### config.mk
export PLATFORM = sky130hd
export DESIGN_NAME = tds_response_token_scanner
export DESIGN_NICKNAME = d
export VERILOG_FILES = /design/src/rtl/trts_pkg.sv /design/src/rtl/trts_in_stage.sv /design/src/rtl/trts_parser.sv /design/src/rtl/tds_response_token_scanner.sv
export SDC_FILE = /design/constraint.sdc
export NUM_CORES = 1
export LEC_CHECK = 0
export BUFFER_PORTS_ARGS = -buffer_cell sky130_fd_sc_hd__buf_2
export CORE_ASPECT_RATIO = 1.5
export CORE_UTILIZATION = 40
export CTS_BUF_LIST = sky130_fd_sc_hd__clkbuf_16
export CTS_CLUSTER_DIAMETER = 120
export DETAILED_ROUTE_END_ITERATION = 16
export GPL_ROUTABILITY_DRIVEN = 0
export PLACE_DENSITY = 0.65
export SLEW_MARGIN = 20
export SYNTH_ARGS = -nofsm -noshare
export SYNTH_HDL_FRONTEND = slang
export SYNTH_SLANG_ARGS = --single-unit
### constraint.sdc
create_clock -name clk_i -period 5.6 [get_ports clk_i]
set_clock_uncertainty 0.05 [all_clocks]
set_input_delay 0.56 -clock clk_i [delete_from_list [all_inputs] [get_ports clk_i]]
set_output_delay 0.56 -clock clk_i [all_outputs]
set_load 0.005 [all_outputs]
### src/rtl/trts_pkg.sv
// ----------------------------------------------------------------------------
// trts_pkg
// Shared types and constants for the response token scanner.
// ----------------------------------------------------------------------------
package trts_pkg;

  // Token codes.
  localparam logic [7:0] TokError      = 8'hAA;
  localparam logic [7:0] TokDone       = 8'hFD;
  localparam logic [7:0] TokDoneProc   = 8'hFE;
  localparam logic [7:0] TokDoneInProc = 8'hFF;
  localparam logic [7:0] TokInfo       = 8'hAB;
  localparam logic [7:0] TokEnvChange  = 8'hE3;

  // Status bit that marks an error in a completion token.
  localparam logic [15:0] StatusErrBit = 16'h0002;

  // Outcome codes.
  localparam logic [1:0] OutcomeOk     = 2'd0;
  localparam logic [1:0] OutcomeError  = 2'd1;
  localparam logic [1:0] OutcomeNoDone = 2'd2;

  typedef struct packed {
    logic [7:0] data_byte;
    logic       last_byte;
  } in_beat_t;

  typedef struct packed {
    logic [1:0]  outcome;
    logic [63:0] row_total;
    logic        done_seen;
    logic        error_seen;
  } out_beat_t;

endpackage

### src/rtl/trts_in_stage.sv
// ----------------------------------------------------------------------------
// trts_in_stage
// Input register: holds one byte beat until the parser takes it.
// ----------------------------------------------------------------------------
module trts_in_stage (
  input  logic              clk_i,
  input  logic              rst_ni,
  input  logic              in_valid_i,
  output logic              in_stall_o,
  input  trts_pkg::in_beat_t in_beat_i,
  output logic              beat_valid_o,
  output trts_pkg::in_beat_t beat_o,
  input  logic              take_i
);
  import trts_pkg::*;

  logic     valid_q, valid_d;
  in_beat_t beat_q;
  logic     accept;

  // The register may refill in the same cycle that its beat is taken.
  assign in_stall_o = valid_q && !take_i;
  assign accept     = in_valid_i && !in_stall_o;

  always_comb begin
    valid_d = valid_q;
    if (accept) begin
      valid_d = 1'b1;
    end else if (take_i) begin
      valid_d = 1'b0;
    end
  end

  always_ff @(posedge clk_i or negedge rst_ni) begin
    if (!rst_ni) begin
      valid_q <= 1'b0;
    end else begin
      valid_q <= valid_d;
    end
  end

  always_ff @(posedge clk_i) begin
    if (accept) begin
      beat_q <= in_beat_i;
    end
  end

  assign beat_valid_o = valid_q;
  assign beat_o       = beat_q;

endmodule

### src/rtl/trts_parser.sv
// ----------------------------------------------------------------------------
// trts_parser
// Token stream state machine: walks one byte per step and builds the outcome.
// ----------------------------------------------------------------------------
module trts_parser (
  input  logic               clk_i,
  input  logic               rst_ni,
  input  logic               step_i,
  input  trts_pkg::in_beat_t beat_i,
  output trts_pkg::out_beat_t result_o
);
  import trts_pkg::*;

  typedef enum logic [3:0] {
    PhToken,
    PhErrHead,
    PhErrMsgLenLo,
    PhErrMsgLenHi,
    PhErrMsg,
    PhErrSrvLen,
    PhErrSrv,
    PhErrProcLen,
    PhErrProc,
    PhErrLine,
    PhDoneBody,
    PhSkipLenLo,
    PhSkipLenHi,
    PhSkip
  } phase_e;

  phase_e      phase_q, phase_d, ph_n;
  logic [3:0]  idx_q, idx_d, idx_n;
  logic [16:0] skip_q, skip_d, skip_n;
  logic [7:0]  len_lo_q, len_lo_d, len_lo_n;
  logic [63:0] pend_q, pend_d, pend_n;
  logic        pend_err_q, pend_err_d, pend_err_n;
  logic [63:0] latest_q, latest_d, latest_n;
  logic        done_q, done_d, done_n;
  logic        err_q, err_d, err_n;

  logic [7:0]  b;
  logic [2:0]  lane;
  logic [16:0] start_len;
  phase_e      start_skip_ph, start_next_ph;
  logic        start_skip;

  assign b    = beat_i.data_byte;
  assign lane = 3'(idx_q - 4'd4);

  always_comb begin
    ph_n       = phase_q;
    idx_n      = idx_q;
    skip_n     = skip_q;
    len_lo_n   = len_lo_q;
    pend_n     = pend_q;
    pend_err_n = pend_err_q;
    latest_n   = latest_q;
    done_n     = done_q;
    err_n      = err_q;

    start_skip    = 1'b0;
    start_len     = '0;
    start_skip_ph = PhSkip;
    start_next_ph = PhToken;

    unique case (phase_q)
      PhErrHead: begin
        idx_n = idx_q + 4'd1;
        if (idx_q == 4'd7) begin
          idx_n = '0;
          ph_n  = PhErrMsgLenLo;
        end
      end
      PhErrMsgLenLo: begin
        len_lo_n = b;
        ph_n     = PhErrMsgLenHi;
      end
      PhErrMsgLenHi: begin
        // Message length counts two-byte characters.
        start_skip    = 1'b1;
        start_len     = {b, len_lo_q, 1'b0};
        start_skip_ph = PhErrMsg;
        start_next_ph = PhErrSrvLen;
      end
      PhErrSrvLen: begin
        start_skip    = 1'b1;
        start_len     = {8'd0, b, 1'b0};
        start_skip_ph = PhErrSrv;
        start_next_ph = PhErrProcLen;
      end
      PhErrProcLen: begin
        start_skip    = 1'b1;
        start_len     = {8'd0, b, 1'b0};
        start_skip_ph = PhErrProc;
        start_next_ph = PhErrLine;
      end
      PhErrMsg, PhErrSrv, PhErrProc, PhSkip: begin
        skip_n = skip_q - 17'd1;
        if (skip_q == 17'd1) begin
          idx_n = '0;
          case (phase_q)
            PhErrMsg:  ph_n = PhErrSrvLen;
            PhErrSrv:  ph_n = PhErrProcLen;
            PhErrProc: ph_n = PhErrLine;
            default:   ph_n = PhToken;
          endcase
        end
      end
      PhErrLine: begin
        idx_n = idx_q + 4'd1;
        if (idx_q == 4'd3) begin
          idx_n = '0;
          ph_n  = PhToken;
        end
      end
      PhDoneBody: begin
        if (idx_q == 4'd0) begin
          pend_err_n = |(b & StatusErrBit[7:0]);
        end
        if (idx_q >= 4'd4 && idx_q < 4'd12) begin
          pend_n[lane*8 +: 8] = b;
        end
        idx_n = idx_q + 4'd1;
        if (idx_q >= 4'd11) begin
          latest_n = pend_n;
          done_n   = 1'b1;
          err_n    = err_q | pend_err_n;
          idx_n    = '0;
          ph_n     = PhToken;
        end
      end
      PhSkipLenLo: begin
        len_lo_n = b;
        ph_n     = PhSkipLenHi;
      end
      PhSkipLenHi: begin
        start_skip    = 1'b1;
        start_len     = {1'b0, b, len_lo_q};
        start_skip_ph = PhSkip;
        start_next_ph = PhToken;
      end
      default: begin
        idx_n = '0;
        if (b == TokError) begin
          err_n = 1'b1;
          ph_n  = PhErrHead;
        end else if (b == TokDone || b == TokDoneProc || b == TokDoneInProc) begin
          pend_n     = '0;
          pend_err_n = 1'b0;
          ph_n       = PhDoneBody;
        end else begin
          // Informational, environment change and unknown tokens share this path.
          ph_n = PhSkipLenLo;
        end
      end
    endcase

    // A zero-length section takes no bytes.
    if (start_skip) begin
      idx_n = '0;
      if (start_len == 17'd0) begin
        ph_n = start_next_ph;
      end else begin
        skip_n = start_len;
        ph_n   = start_skip_ph;
      end
    end
  end

  // The result reflects the final byte; then everything returns to reset.
  always_comb begin
    result_o.outcome    = err_n ? OutcomeError : (done_n ? OutcomeOk : OutcomeNoDone);
    result_o.row_total  = done_n ? latest_n : 64'd0;
    result_o.done_seen  = done_n;
    result_o.error_seen = err_n;
  end

  always_comb begin
    phase_d    = phase_q;
    idx_d      = idx_q;
    skip_d     = skip_q;
    len_lo_d   = len_lo_q;
    pend_d     = pend_q;
    pend_err_d = pend_err_q;
    latest_d   = latest_q;
    done_d     = done_q;
    err_d      = err_q;
    if (step_i) begin
      if (beat_i.last_byte) begin
        phase_d    = PhToken;
        idx_d      = '0;
        skip_d     = '0;
        len_lo_d   = '0;
        pend_d     = '0;
        pend_err_d = 1'b0;
        latest_d   = '0;
        done_d     = 1'b0;
        err_d      = 1'b0;
      end else begin
        phase_d    = ph_n;
        idx_d      = idx_n;
        skip_d     = skip_n;
        len_lo_d   = len_lo_n;
        pend_d     = pend_n;
        pend_err_d = pend_err_n;
        latest_d   = latest_n;
        done_d     = done_n;
        err_d      = err_n;
      end
    end
  end

  always_ff @(posedge clk_i or negedge rst_ni) begin
    if (!rst_ni) begin
      phase_q    <= PhToken;
      idx_q      <= '0;
      skip_q     <= '0;
      len_lo_q   <= '0;
      pend_q     <= '0;
      pend_err_q <= 1'b0;
      latest_q   <= '0;
      done_q     <= 1'b0;
      err_q      <= 1'b0;
    end else begin
      phase_q    <= phase_d;
      idx_q      <= idx_d;
      skip_q     <= skip_d;
      len_lo_q   <= len_lo_d;
      pend_q     <= pend_d;
      pend_err_q <= pend_err_d;
      latest_q   <= latest_d;
      done_q     <= done_d;
      err_q      <= err_d;
    end
  end

endmodule

### src/rtl/tds_response_token_scanner.sv
// ----------------------------------------------------------------------------
// tds_response_token_scanner
// Scans a response token stream one byte per beat and reports the outcome.
// A final byte passes the input register, then the result register.
// One byte per cycle if not stalled; parse state advances once per byte.
// A full result register stalls only the final byte of the next message.
// Reset clears the parse state and both valid flags; the block starts idle.
// ----------------------------------------------------------------------------
module tds_response_token_scanner (
  input  logic                clk_i,
  input  logic                rst_ni,
  input  logic                in_valid_i,
  output logic                in_stall_o,
  input  trts_pkg::in_beat_t  in_beat_i,
  output logic                out_valid_o,
  input  logic                out_stall_i,
  output trts_pkg::out_beat_t out_beat_o
);
  import trts_pkg::*;

  logic      beat_valid;
  in_beat_t  beat;
  logic      take;
  out_beat_t result;
  logic      out_valid_q, out_valid_d;
  out_beat_t out_beat_q;
  logic      out_free;
  logic      load;

  assign out_free = !out_valid_q || !out_stall_i;
  assign take     = beat_valid && (!beat.last_byte || out_free);
  assign load     = take && beat.last_byte;

  trts_in_stage u_in_stage (
    .clk_i        (clk_i),
    .rst_ni       (rst_ni),
    .in_valid_i   (in_valid_i),
    .in_stall_o   (in_stall_o),
    .in_beat_i    (in_beat_i),
    .beat_valid_o (beat_valid),
    .beat_o       (beat),
    .take_i       (take)
  );

  trts_parser u_parser (
    .clk_i    (clk_i),
    .rst_ni   (rst_ni),
    .step_i   (take),
    .beat_i   (beat),
    .result_o (result)
  );

  always_comb begin
    out_valid_d = out_valid_q;
    if (load) begin
      out_valid_d = 1'b1;
    end else if (!out_stall_i) begin
      out_valid_d = 1'b0;
    end
  end

  always_ff @(posedge clk_i or negedge rst_ni) begin
    if (!rst_ni) begin
      out_valid_q <= 1'b0;
    end else begin
      out_valid_q <= out_valid_d;
    end
  end

  always_ff @(posedge clk_i) begin
    if (load) begin
      out_beat_q <= result;
    end
  end

  assign out_valid_o = out_valid_q;
  assign out_beat_o  = out_beat_q;

endmodule

==> summary.md, run 1 <==
| Metric | Value |
|---|---|
| Status | `completed` |
| Max frequency | `284.9 MHz` |
| Minimum clock period | `between 3 and 4 ns` |
| Placed inst area | `between 10000 and 15000 um^2` |
| Drt first pass iters | `5` |
| Total CTS buffers | `24` |
| Critical path data arrival time | `roughly 4 ns` |
| Core footprint | `just under 30000 um^2` |
| CTS Buffer Depth | `3` |
| CP Max Fanout | `15` |
| Starting Density | `0.4081` |
| Share of layout cells above drive strength 1 | `0.1222` |
| Final ANT Viol Nets | `0` |
| Cell Int Power | `around 3.1 mW` |
| Reg2reg end | `u_parser.pend_q[3]$_DFFE_PN0P_` |
| Die height | `between 200 and 250 um` |
| IO Port Bufs | `between 80 and 90` |
| Setup TNS | `0 ns` |
| Num rows | `76` |
| Reg2Reg Depth | `7` |
| Maxcap violations | `0` |
| CP most frequent cell | `ha_1` |
| Switching Power | `1.384 mW` |
| Switch share | `0.3053` |
| Part of the power in the clock network | `0.359` |
| Vias in the first global route | `8815` |
| Final setup fails | `0` |
| Vias | `9275` |
| CTS clk-pin slew, worst paths | `0.07 ns` |
| Initial antenna violation count | `0` |
| #FFs+latches synth | `243` |
| Nets@finish | `around 1300` |
| Root buffer cell | `clkbuf_16` |
| Worst VDD drop | `about 0.31 mV` |
| Initial drt markers | `710` |
| Worst-skew pair later-pin latency | `~0.53 ns` |
| CTS tree | `done` |
| RSZ-0062 raised after global routing | `false` |
| Worst-Margin Slew | `~1.2 ns` |
| CP max stage delay | `about 0.96 ns` |
| Htree depth | `1` |
| Final period util | `0.6269` |
| Final instance area | `13280 um^2` |
| Startpoint Class | `flip-flop` |
| Hold Vio Cnt, Final | `0` |
| Total Routing Usage GR | `0.2043` |
| Largest net degree at the start of global routing | `approximately 120` |
| Worst Hold Class | `in2async` |
| CTS Hold Buffers Added | `0` |
| Mapped Area | `roughly 12000 um^2` |
| Post-synth top flop | `dfrtp_1` |
| GR Overflow Total | `0` |
| Critical path type | `reg2reg` |
| WL final | `~30 mm` |
| Reg power frac | `0.463` |
| Crit path capture type | `flip-flop` |
| Register area share after synthesis | `0.5481` |
| Slew HR | `0.2263` |
| Via density | `5.649` |
| Slew Limit Fails | `0` |
| Power per cell area | `around 340 nW/um^2` |
| Critical R2R Launch | `u_parser.idx_q[0]$_DFFE_PN0P_` |
| Comb pwr share | `0.179` |
| Synth Instances | `1206` |
| Ys Warns | `0` |
| LEAKAGE | `approximately 5.5 nW` |
| Launch point of the worst path | `u_parser.idx_q[0]$_DFFE_PN0P_` |
| Cell variety after synth | `60` |
| CP max-delay cell | `nor4_1` |
| Io pins | `between 80 and 90` |
| Asr flop ratio synth | `0.6831` |
| DP HPWL | `~19 mm` |
| CTS Sinks | `243` |
| Antenna diode count | `0` |
| Crit path required time | `around 6.0 ns` |
| Die W | `142.2 um` |
| DR DRC count | `0` |
| Fill count | `2744` |
| Post-CTS sizing | `0` |
| Post-CTS setup buffer count | `0` |
| Layout area overhead | `12.54%` |
| Syn_nets | `1228` |
| EDFF count, synth | `77` |
| WL/cell | `around 18 um` |
| Total die area | `just over 30000 um^2` |
| R2R Setup Slk | `~2.1 ns` |
| First-pass GRT wire length | `approximately 48 mm` |
| CP Cell Sequence | `inv_1, ha_1, ha_1, nor3b_1, nand4_1, nor4_1, a22o_1` |
| Post-Syn Area per Cell | `9.782 um^2` |
-- power by group through the flow --
stage                     logic [mW]  clock network [mW]  registers [mW]
after floorplan                0.643                   0            2.04
after global placement         0.786                   0            2.12
after detailed placement       0.802                   0            2.13
final                          0.810                1.63            2.10
after CTS                      0.806                1.66            2.09
after global routing           0.896                1.72            2.11
-- stage by stage --
stage / util / worst slack, ns / std cells / hold WS [ns] / power (mW)
2_1_floorplan: - / 2.191 / 1206 / 0.2144 / 2.680
3_3_place_gp: 0.4312 / 2.263 / 1597 / 0.4099 / 2.905
3_5_place_dp: 0.4312 / 2.149 / 1597 / 0.4193 / 2.927
4_1_cts: 0.4583 / 2.124 / 1641 / 0.05451 / 4.553
5_1_grt: 0.4593 / 1.773 / 1642 / 0.06747 / 4.726
6_report: 0.4593 / 2.089 / 1642 / 0.003255 / 4.532
-- layout make-up --
| cell class | count | area, um^2 | area share |
|---|---|---|---|
| flip-flops and latches | 243 | 6467 | 0.4871 |
| clock buffers | 26 | 650.6 | 0.04901 |
| well taps | 390 | 488.0 | 0.03675 |
| inverters | 19 | 71.32 | 0.005372 |
| clock inverters | 18 | 133.9 | 0.01008 |
| multi-input cells | 847 | 4901 | 0.3691 |
| repair buffers | 99 | 564.3 | 0.04250 |
-- how the worst max path moves through the flow --
stage          slack, ns                             end
6_report            2.09  u_parser.pend_q[3]$_DFFE_PN0P_
5_1_grt             1.77  u_parser.pend_q[3]$_DFFE_PN0P_
4_1_cts             2.12  u_parser.pend_q[3]$_DFFE_PN0P_
3_5_place_dp        2.15  u_parser.pend_q[3]$_DFFE_PN0P_
3_3_place_gp        2.26  u_parser.pend_q[6]$_DFFE_PN0P_
2_1_floorplan       2.19   u_parser.idx_q[2]$_DFFE_PN0P_
-- cells in the mapped netlist (5+ instances only) --
cell type	instances	area, um^2
nor2b_1	5	31.28
a22o_1	62	543.0
nor4_1	5	31.28
dfrtp_1	166	4154
buf_1	5	18.77
nor3_1	9	45.04
nand2_1	149	559.3
or3_1	6	37.54
or2_2	5	31.28
nand2b_1	11	68.82
nand3_1	77	385.4
o21ai_1	5	25.02
ha_1	9	112.6
and2_1	7	43.79
or4_1	6	45.04
a31oi_1	6	37.54
a21oi_1	85	425.4
clkbuf_1	82	307.8
nor2_1	94	352.8
o21ai_0	164	820.8
a22oi_1	15	112.6
o31ai_1	6	45.04
edfxtp_1	77	2312
a21o_1	5	37.54
mux2i_1	56	560.5
buf_2	7	35.03
inv_1	19	71.32
-- routing by layer --
layer,routed length (um),track usage,vias to the layer above
met1,12580,0.2571,4530
met5,0,0,-
met3,1172,0.02230,75
met4,1113,0.08862,0
met2,15430,0.3534,260
li1,-,-,4410
-- placed cells by master, fill, tap and decap left out, types with 6 or more instances in the layout --
| cell type | Yosys | layout |
|---|---|---|
| a21oi_1 | 85 | 85 |
| and2_1 | 7 | 7 |
| o21ai_0 | 164 | 164 |
| or4_1 | 6 | 6 |
| clkbuf_16 | 0 | 26 |
| dfrtp_1 | 166 | 165 |
| clkinv_1 | 0 | 7 |
| buf_2 | 7 | 81 |
| edfxtp_1 | 77 | 77 |
| nand2b_1 | 11 | 10 |
| nand3_1 | 77 | 77 |
| buf_4 | 0 | 16 |
| mux2i_1 | 56 | 56 |
| nor3_1 | 9 | 8 |
| a31oi_1 | 6 | 6 |
| ha_1 | 9 | 9 |
| inv_1 | 19 | 22 |
| o31ai_1 | 6 | 6 |
| nor2_1 | 94 | 94 |
| a22oi_1 | 15 | 15 |
| a22o_1 | 62 | 62 |
| or3_1 | 6 | 6 |
| nand2_1 | 149 | 147 |
-- critical path, delay by kind of cell (launching register included) --
kind / cells / cell delay [ns]
AND/OR/NAND/NOR: 3 / 1.76
adder cells (fa/ha/maj): 2 / 0.64
flip-flops: 1 / 0.56
AO/OA/AOI/OAI: 1 / 0.28
buffers and inverters: 1 / 0.15
-- flip-flops by register name (all words and copies together), names as in the netlist --
register                 cells
out_valid_o                  1
u_parser.err_q               1
u_parser.pend_err_q          1
u_in_stage.beat_o            9
u_parser.len_lo_q            8
out_beat_o                  68
u_parser.done_q              1
u_parser.skip_q             17
u_parser.latest_q           64
u_parser.idx_q               4
u_in_stage.beat_valid_o      1
u_parser.phase_q             4
u_parser.pend_q             64
-- cells by family after synthesis --
| logic type | Yosys count | share of synthesized area |
|---|---|---|
| simple gates | 394 | 0.1510 |
| compound gates | 382 | 0.1999 |
| flops | 243 | 0.5481 |
| buf+inv | 116 | 0.03903 |
| mux | 58 | 0.04942 |
| fa+ha+maj | 9 | 0.009545 |
| xor+xnor | 4 | 0.002970 |
No activity file was read; power rests on OpenSTA's default activity.
==> run 2: changes to the inputs <==
==> constraint.sdc (replaced) <==
create_clock -name clk_i -period 3.33 [get_ports clk_i]
set_clock_uncertainty 0.05 [all_clocks]
set_input_delay 0.333 -clock clk_i [delete_from_list [all_inputs] [get_ports clk_i]]
set_output_delay 0.333 -clock clk_i [all_outputs]
set_load 0.005 [all_outputs]
==> summary.md, run 2 (synthesized netlist as in run 1, its figures left out) <==
| Metric | Value |
|---|---|
| Share of layout cells above drive strength 1 | `0.1382 (was 0.1222)` |
| Max FFs per register | `68 (unchanged)` |
| Core footprint | `28910 um^2 (unchanged)` |
| Htree depth | `1 (unchanged)` |
| Post-CTS sizing | `0 (unchanged)` |
| Slew HR | `0.3504 (was 0.2263)` |
| Max frequency | `320.3 MHz (was 284.9 MHz)` |
| Metal-1 WL | `12.49 mm (was 12.58 mm)` |
| Fill count | `2724 (was 2744)` |
| Switch share | `0.3138 (was 0.3053)` |
| Critical path data arrival time | `3.54 ns (was 3.92 ns)` |
| Antenna diode count | `0 (unchanged)` |
| Total Routing Usage GR | `0.2127 (was 0.2043)` |
| CTS Hold Buffers Added | `12 (was 0)` |
| Layout area overhead | `14.60% (was 12.54%)` |
| WL final | `31.39 mm (was 30.30 mm)` |
| Setup TNS | `0 ns (unchanged)` |
| Startpoint Class | `flip-flop (unchanged)` |
| Vias | `9529 (was 9275)` |
| Most frequent cells in the layout | `dfrtp_1, o21ai_0, nand2_1 (unchanged)` |
| Power per cell area | `556.3 nW/um^2 (was 341.4 nW/um^2)` |
| Die W | `142.2 um (unchanged)` |
| Cell Int Power | `5.162 mW (was 3.148 mW)` |
| Total die area | `30200 um^2 (unchanged)` |
| Final ANT Viol Nets | `0 (unchanged)` |
| IO Port Bufs | `82 (unchanged)` |
| CTS clk-pin slew, worst paths | `0.07 ns (about the same)` |
| LEAKAGE | `5.679 nW (was 5.512 nW)` |
| WL/cell | `18.70 um (was 18.45 um)` |
| Final period util | `0.9377 (was 0.6269)` |
| CTS Buffer Depth | `3 (unchanged)` |
| Comb pwr share | `0.204 (was 0.179)` |
| Slew Limit Fails | `0 (unchanged)` |
| Met2 routed WL | `15.85 mm (was 15.43 mm)` |
| Largest net degree at the start of global routing | `88 (was 122)` |
| Hold Vio Cnt, Final | `0 (unchanged)` |
| CP max-delay cell | `or3_1 (was nor4_1)` |
| Reg power frac | `0.460 (was 0.463)` |
| CTS tree | `done (unchanged)` |
| Switching Power | `2.360 mW (was 1.384 mW)` |
| Met3 Wirelength | `1.565 mm (was 1.172 mm)` |
| Final setup fails | `0 (unchanged)` |
| Highest Signal Layer | `met4 (unchanged)` |
| Initial drt markers | `836 (was 710)` |
| Maxcap violations | `0 (unchanged)` |
| R2R Setup Slk | `0.21 ns (was 2.09 ns)` |
| Most common cell after layout, fill and taps aside | `dfrtp_1 (unchanged)` |
| Total power | `7.522 mW (was 4.532 mW)` |
| Starting Density | `0.4081 (unchanged)` |
| First-pass GRT wire length | `50.20 mm (was 48.36 mm)` |
| Root buffer cell | `clkbuf_16 (unchanged)` |
| CTS Sinks | `243 (unchanged)` |
| Initial antenna violation count | `0 (unchanged)` |
| Part of the power in the clock network | `0.335 (was 0.359)` |
| RSZ-0062 raised after global routing | `false (unchanged)` |
| Die height | `212.3 um (unchanged)` |
| Drt first pass iters | `5 (unchanged)` |
| CP max stage delay | `0.64 ns (was 0.96 ns)` |
| Minimum clock period | `3.122 ns (was 3.511 ns)` |
| DP HPWL | `20.55 mm (was 19.18 mm)` |
| Worst Hold Class | `in2async (unchanged)` |
| Status | `completed (unchanged)` |
| Total CTS buffers | `24 (unchanged)` |
| Worst-Margin Slew | `0.9662 ns (was 1.161 ns)` |
| Crit path capture type | `flip-flop (unchanged)` |
| CP Max Fanout | `15 (unchanged)` |
| Crit path required time | `3.75 ns (was 6.01 ns)` |
| GR Overflow Total | `0 (unchanged)` |
| Vias in the first global route | `9263 (was 8815)` |
| Worst-skew pair later-pin latency | `0.54 ns (was 0.53 ns)` |
| Critical path type | `reg2reg (unchanged)` |
| Via density | `5.679 (was 5.649)` |
| Post-CTS setup buffer count | `0 (unchanged)` |
| Io pins | `83 (unchanged)` |
| Worst VDD drop | `0.4486 mV (was 0.3110 mV)` |
| DR DRC count | `0 (unchanged)` |
| Nets@finish | `1292 (was 1256)` |
| Num rows | `76 (unchanged)` |
| CP Cell Sequence | `inv_1, ha_1, ha_1, or3_1, or3_1, nor2_1, a22o_1 (was inv_1, ha_1, ha_1, nor3b_1, nand4_1, nor4_1, a22o_1)` |
## run 2: cell types whose count changed in the layout (fill, tap and decap cells not counted), moves of 3 or more
cell / previous run / this run
buf_12: 0 / 3
buf_4: 16 / 38
clkinv_2: 1 / 8
inv_1: 22 / 25
dlygate4sd3_1: 0 / 12
clkinv_1: 7 / 3
## run 2: path summary, 6_finish.rpt
check	startpoint	cells after the start	end
worst max-delay path	u_parser.idx_q[0]$_DFFE_PN0P_	7	u_parser.pend_q[51]$_DFFE_PN0P_
worst min-delay path	rst_ni	2	u_parser.latest_q[13]$_DFFE_PN0P_
worst max register to register	u_parser.idx_q[0]$_DFFE_PN0P_	7	u_parser.pend_q[51]$_DFFE_PN0P_
worst min register to register	u_parser.pend_q[24]$_DFFE_PN0P_	2	u_parser.pend_q[24]$_DFFE_PN0P_
max in group asynchronous	rst_ni	3	u_parser.latest_q[43]$_DFFE_PN0P_
min in group clk_i	u_parser.pend_q[24]$_DFFE_PN0P_	2	u_parser.pend_q[24]$_DFFE_PN0P_
## run 2: layout make-up
| type | count | area [um^2] | share of cell area |
|---|---|---|---|
| clock buffer | 25 | 625.6 | 0.04627 |
| tap | 390 | 488.0 | 0.03609 |
| timing repair buffer | 135 | 882.1 | 0.06524 |
| inverter | 19 | 71.32 | 0.005275 |
| multi-input combinational | 847 | 4901 | 0.3625 |
| clock inverter | 19 | 85.08 | 0.006293 |
| sequential | 243 | 6467 | 0.4783 |
## run 2: metal layers
metal  up-vias  track usage
met5         -            0
met4         0       0.1120
met3        91      0.02590
met2       315       0.3621
met1      4633       0.2632
li1       4490            -
## run 2: power by group through the flow
stage	clock network [mW]	registers, mW	logic (mW)
2_1_floorplan	0	3.42	1.08
3_3_place_gp	0	3.51	1.48
3_5_place_dp	0	3.51	1.51
4_1_cts	2.57	3.46	1.53
5_1_grt	2.68	3.49	1.69
6_report	2.52	3.46	1.54
## run 2: worst max-delay path: cells and delay by family, from the launching register on
kind            cells  cell delay, ns
simple gates        3            1.54
fa+ha+maj           2            0.50
flops               1            0.56
compound gates      1            0.23
buf+inv             1            0.16
## run 2: per-stage QoR
stage | cells | setup WS (ns) | cell area, um^2 | util | hold slack, ns
2_1_floorplan | 1206 | 0.03993 | 11800 | - | -0.01259
3_3_place_gp | 1622 | 0.3656 | 12690 | 0.4390 | 0.4086
3_5_place_dp | 1622 | 0.2556 | 12690 | 0.4390 | 0.4196
4_1_cts | 1678 | 0.2333 | 13520 | 0.4677 | 0.4339
5_1_grt | 1678 | 0.01561 | 13520 | 0.4677 | 0.4458
6_report | 1678 | 0.2075 | 13520 | 0.4677 | 0.4002
==> run 3: changes to the inputs <==
--- a/config.mk
+++ b/config.mk
@@ -5,6 +5,7 @@
 export SDC_FILE = /design/constraint.sdc
 export NUM_CORES = 1
 export LEC_CHECK = 0
+export ABC_AREA = 1
 export BUFFER_PORTS_ARGS = -buffer_cell sky130_fd_sc_hd__buf_2
 export CORE_ASPECT_RATIO = 1.5
 export CORE_UTILIZATION = 40
==> summary.md, run 3 <==
| Metric | Value |
|---|---|
| CP max-delay cell | `dfrtp_1 (was or3_1)` |
| IO Port Bufs | `82 (unchanged)` |
| CP Max Fanout | `13 (was 15)` |
| Total CTS buffers | `26 (was 24)` |
| Share of layout cells above drive strength 1 | `0.1134 (was 0.1382)` |
| Crit path required time | `3.56 ns (was 3.75 ns)` |
| Mapped Area | `12100 um^2 (was 11800 um^2)` |
| Minimum clock period | `3.016 ns (was 3.122 ns)` |
| Setup TNS | `0 ns (unchanged)` |
| Max FFs per register | `68 (unchanged)` |
| Worst-Margin Slew | `0.8098 ns (was 0.9662 ns)` |
| Utilization after layout | `0.4732 (was 0.4677)` |
| Nets@finish | `1571 (was 1292)` |
| Core footprint | `29580 um^2 (was 28910 um^2)` |
| Num rows | `77 (was 76)` |
| Synth Instances | `1475 (was 1206)` |
| Reg power frac | `0.385 (was 0.460)` |
| Comb pwr share | `0.280 (was 0.204)` |
| Pre-CTS setup slack | `0.2787 ns (was 0.2556 ns)` |
| Max frequency | `331.6 MHz (was 320.3 MHz)` |
| Total Routing Usage GR | `0.2208 (was 0.2127)` |
| WHS | `0.3938 ns (was 0.4002 ns)` |
| EDFF count, synth | `77 (unchanged)` |
| Syn_nets | `1497 (was 1228)` |
| Final setup fails | `0 (unchanged)` |
| Fin cells | `1964 (was 1678)` |
| Part of the power in the clock network | `0.335 (about the same)` |
| Hold Vio Cnt, Final | `0 (unchanged)` |
| Most common cell after layout, fill and taps aside | `nand2_1 (was dfrtp_1)` |
| Cell Int Power | `5.920 mW (was 5.162 mW)` |
| Power per cell area | `656.5 nW/um^2 (was 556.3 nW/um^2)` |
| Cell with the most instances after synthesis | `nand2_1 (was dfrtp_1)` |
| Critical path type | `reg2reg (unchanged)` |
| Worst-skew pair later-pin latency | `0.54 ns (about the same)` |
| LEAKAGE | `6.405 nW (was 5.679 nW)` |
| Total power | `9.187 mW (was 7.522 mW)` |
| Initial antenna violation count | `0 (unchanged)` |
| Slew Limit Fails | `0 (unchanged)` |
| Area leader, netlist | `dfrtp_1 (unchanged)` |
| Total die area | `30970 um^2 (was 30200 um^2)` |
| Met3 Wirelength | `1.383 mm (was 1.565 mm)` |
| Largest net degree at the start of global routing | `81 (was 88)` |
| Worst Hold Class | `in2async (unchanged)` |
| Slew HR | `0.4582 (was 0.3504)` |
| Critical path data arrival time | `3.24 ns (was 3.54 ns)` |
| Die height | `215.1 um (was 212.3 um)` |
| Switch share | `0.3557 (was 0.3138)` |
| Worst VDD drop | `0.3469 mV (was 0.4486 mV)` |
| Layout area overhead | `15.62% (was 14.60%)` |
| Final ANT Viol Nets | `0 (unchanged)` |
| Asr flop ratio synth | `0.6831 (unchanged)` |
| Initial drt markers | `897 (was 836)` |
| Register area share after synthesis | `0.5342 (was 0.5481)` |
| CP top delay family | `simple AND/OR/NAND/NOR gates (unchanged)` |
| WL/cell | `16.78 um (was 18.70 um)` |
| Placed inst area | `12940 um^2 (was 12690 um^2)` |
| Root buffer cell | `clkbuf_16 (unchanged)` |
| First-pass GRT wire length | `53.29 mm (was 50.20 mm)` |
| Die W | `144.0 um (was 142.2 um)` |
| CP Cell Sequence | `inv_2, ha_1, ha_1, nor2_2, inv_1, nor2_1, nand3_1, inv_1, o21ai_0, o21ai_0, nor2_1 (was inv_1, ha_1, ha_1, or3_1, or3_1, nor2_1, a22o_1)` |
| GR Overflow Total | `0 (unchanged)` |
| DR DRC count | `0 (unchanged)` |
| Via density | `5.234 (was 5.679)` |
| Highest Signal Layer | `met4 (unchanged)` |
| Vias | `10280 (was 9529)` |
| Status | `completed (unchanged)` |
| Final instance area | `13990 um^2 (was 13520 um^2)` |
| Inst Count DP | `1904 (was 1622)` |
| Final period util | `0.9056 (was 0.9377)` |
| Drt first pass iters | `7 (was 5)` |
| Startpoint Class | `flip-flop (unchanged)` |
| CTS clk-pin slew, worst paths | `0.07 ns (about the same)` |
| #FFs+latches synth | `243 (unchanged)` |
| Vias in the first global route | `10220 (was 9263)` |
| Area contributors post-synth | `dfrtp_1, edfxtp_1, nand2_1 (was dfrtp_1, edfxtp_1, o21ai_0)` |
| Post-Syn Area per Cell | `8.206 um^2 (was 9.782 um^2)` |
| Starting Density | `0.4092 (was 0.4081)` |
| Htree depth | `1 (unchanged)` |
| Synth top area share | `0.3432 (was 0.3521)` |
| Post-synth top cells | `nand2_1, o21ai_0, dfrtp_1 (was dfrtp_1, o21ai_0, nand2_1)` |
| WL final | `32.95 mm (was 31.39 mm)` |
| Maxcap violations | `0 (unchanged)` |
| CTS Buffer Depth | `3 (unchanged)` |
| CTS tree | `done (unchanged)` |
| Most frequent cells in the layout | `nand2_1, o21ai_0, dfrtp_1 (was dfrtp_1, o21ai_0, nand2_1)` |
| Cell variety after synth | `35 (was 60)` |
| Post-CTS setup buffer count | `0 (unchanged)` |
| CTS Sinks | `243 (unchanged)` |
| RSZ-0062 raised after global routing | `false (unchanged)` |
| Io pins | `83 (unchanged)` |
| Met2 routed WL | `16.44 mm (was 15.85 mm)` |
| Final setup margin | `0.3144 ns (was 0.2075 ns)` |
| Metal-1 WL | `13.66 mm (was 12.49 mm)` |
| WP buf/inv | `3 (was 1)` |
| CP max stage delay | `0.53 ns (was 0.64 ns)` |
| Antenna diode count | `0 (unchanged)` |
| Crit path capture type | `flip-flop (unchanged)` |
| Switching Power | `3.267 mW (was 2.360 mW)` |
| Ys Warns | `0 (unchanged)` |
| Post-synth top flop | `dfrtp_1 (unchanged)` |
| DP HPWL | `21.96 mm (was 20.55 mm)` |
==> run 3: changes by cell type after synthesis, sizes merged, moves of 26 or more <==
| cell | change |
|---|---|
| nand4 | +31 |
| o21ai | +26 |
| nor2 | +55 |
| o22ai | +52 |
| mux2i | -55 |
| nand2 | +238 |
| a21oi | -71 |
| inv | +144 |
| a22o | -62 |
| clkbuf | -39 |
==> run 3: path summary, 6_finish.rpt <==
path / startpoint / endpoint / slack (ns) / cells after the start
max reg2reg: u_parser.idx_q[0]$_DFFE_PN0P_ / out_beat_o[58]$_SDFFCE_PP0P_ / 0.31 / 11
min in group clk_i: u_parser.latest_q[25]$_DFFE_PN0P_ / u_parser.latest_q[25]$_DFFE_PN0P_ / 0.43 / 2
min: rst_ni / u_parser.skip_q[8]$_DFFE_PN0P_ / 0.39 / 2
min reg2reg: u_parser.latest_q[25]$_DFFE_PN0P_ / u_parser.latest_q[25]$_DFFE_PN0P_ / 0.43 / 2
max in group asynchronous: rst_ni / u_parser.latest_q[44]$_DFFE_PN0P_ / 1.94 / 3
max: u_parser.idx_q[0]$_DFFE_PN0P_ / out_beat_o[58]$_SDFFCE_PP0P_ / 0.31 / 11
==> run 3: layout make-up <==
type	count	area (um^2)
Inverter	165	619.3
Clock inverter	18	177.7
Clock buffer	30	750.7
Sequential cell	243	6466
Multi-Input combinational cell	990	4682
Tap cell	395	494.2
Fill cell	2919	15580
Timing Repair Buffer	123	804.5
==> run 3: logic make-up (layout without fill, tap and decap cells) <==
group                    after synthesis  count (layout)  share of synthesized area
AND/OR/NAND/NOR                      690             690                     0.2405
XOR/XNOR                               7               7                   0.005065
multiplexers                           1               1                  0.0008270
buffers and inverters                242             336                    0.08073
adder cells (fa/ha/maj)                9               9                   0.009303
flip-flops                           243             243                     0.5342
AO/OA/AOI/OAI                        283             283                     0.1293
==> run 3: metal layers <==
layer	global-route usage	up-vias
li1	-	5037
met1	0.2733	4873
met2	0.3765	284
met3	0.02406	85
met4	0.1113	0
met5	0	-
==> run 3: worst register-to-register path: stages, from the launching register on <==
cell	delay, ns
dfrtp_1	0.53
inv_2	0.11
ha_1	0.25
ha_1	0.24
nor2_2	0.19
inv_1	0.10
nor2_1	0.12
nand3_1	0.42
inv_1	0.27
o21ai_0	0.15
o21ai_0	0.25
nor2_1	0.07
==> run 3: power by group through the flow <==
stage                     logic, mW  registers (mW)  clock network [mW]
after floorplan                2.00            3.47                   0
after global placement         2.50            3.57                   0
after detailed placement       2.53            3.58                   0
after CTS                      2.56            3.52                3.14
after global routing           2.94            3.55                3.25
final                          2.57            3.53                3.08
==> run 3: what timing repair did <==
action / 4_1_cts / 5_1_grt
gates resized for setup: 0 / 1
endpoints found under the hold margin: 88 / 0
hold buffers: 12 / 0
setup endpoints to repair: 0 / 2
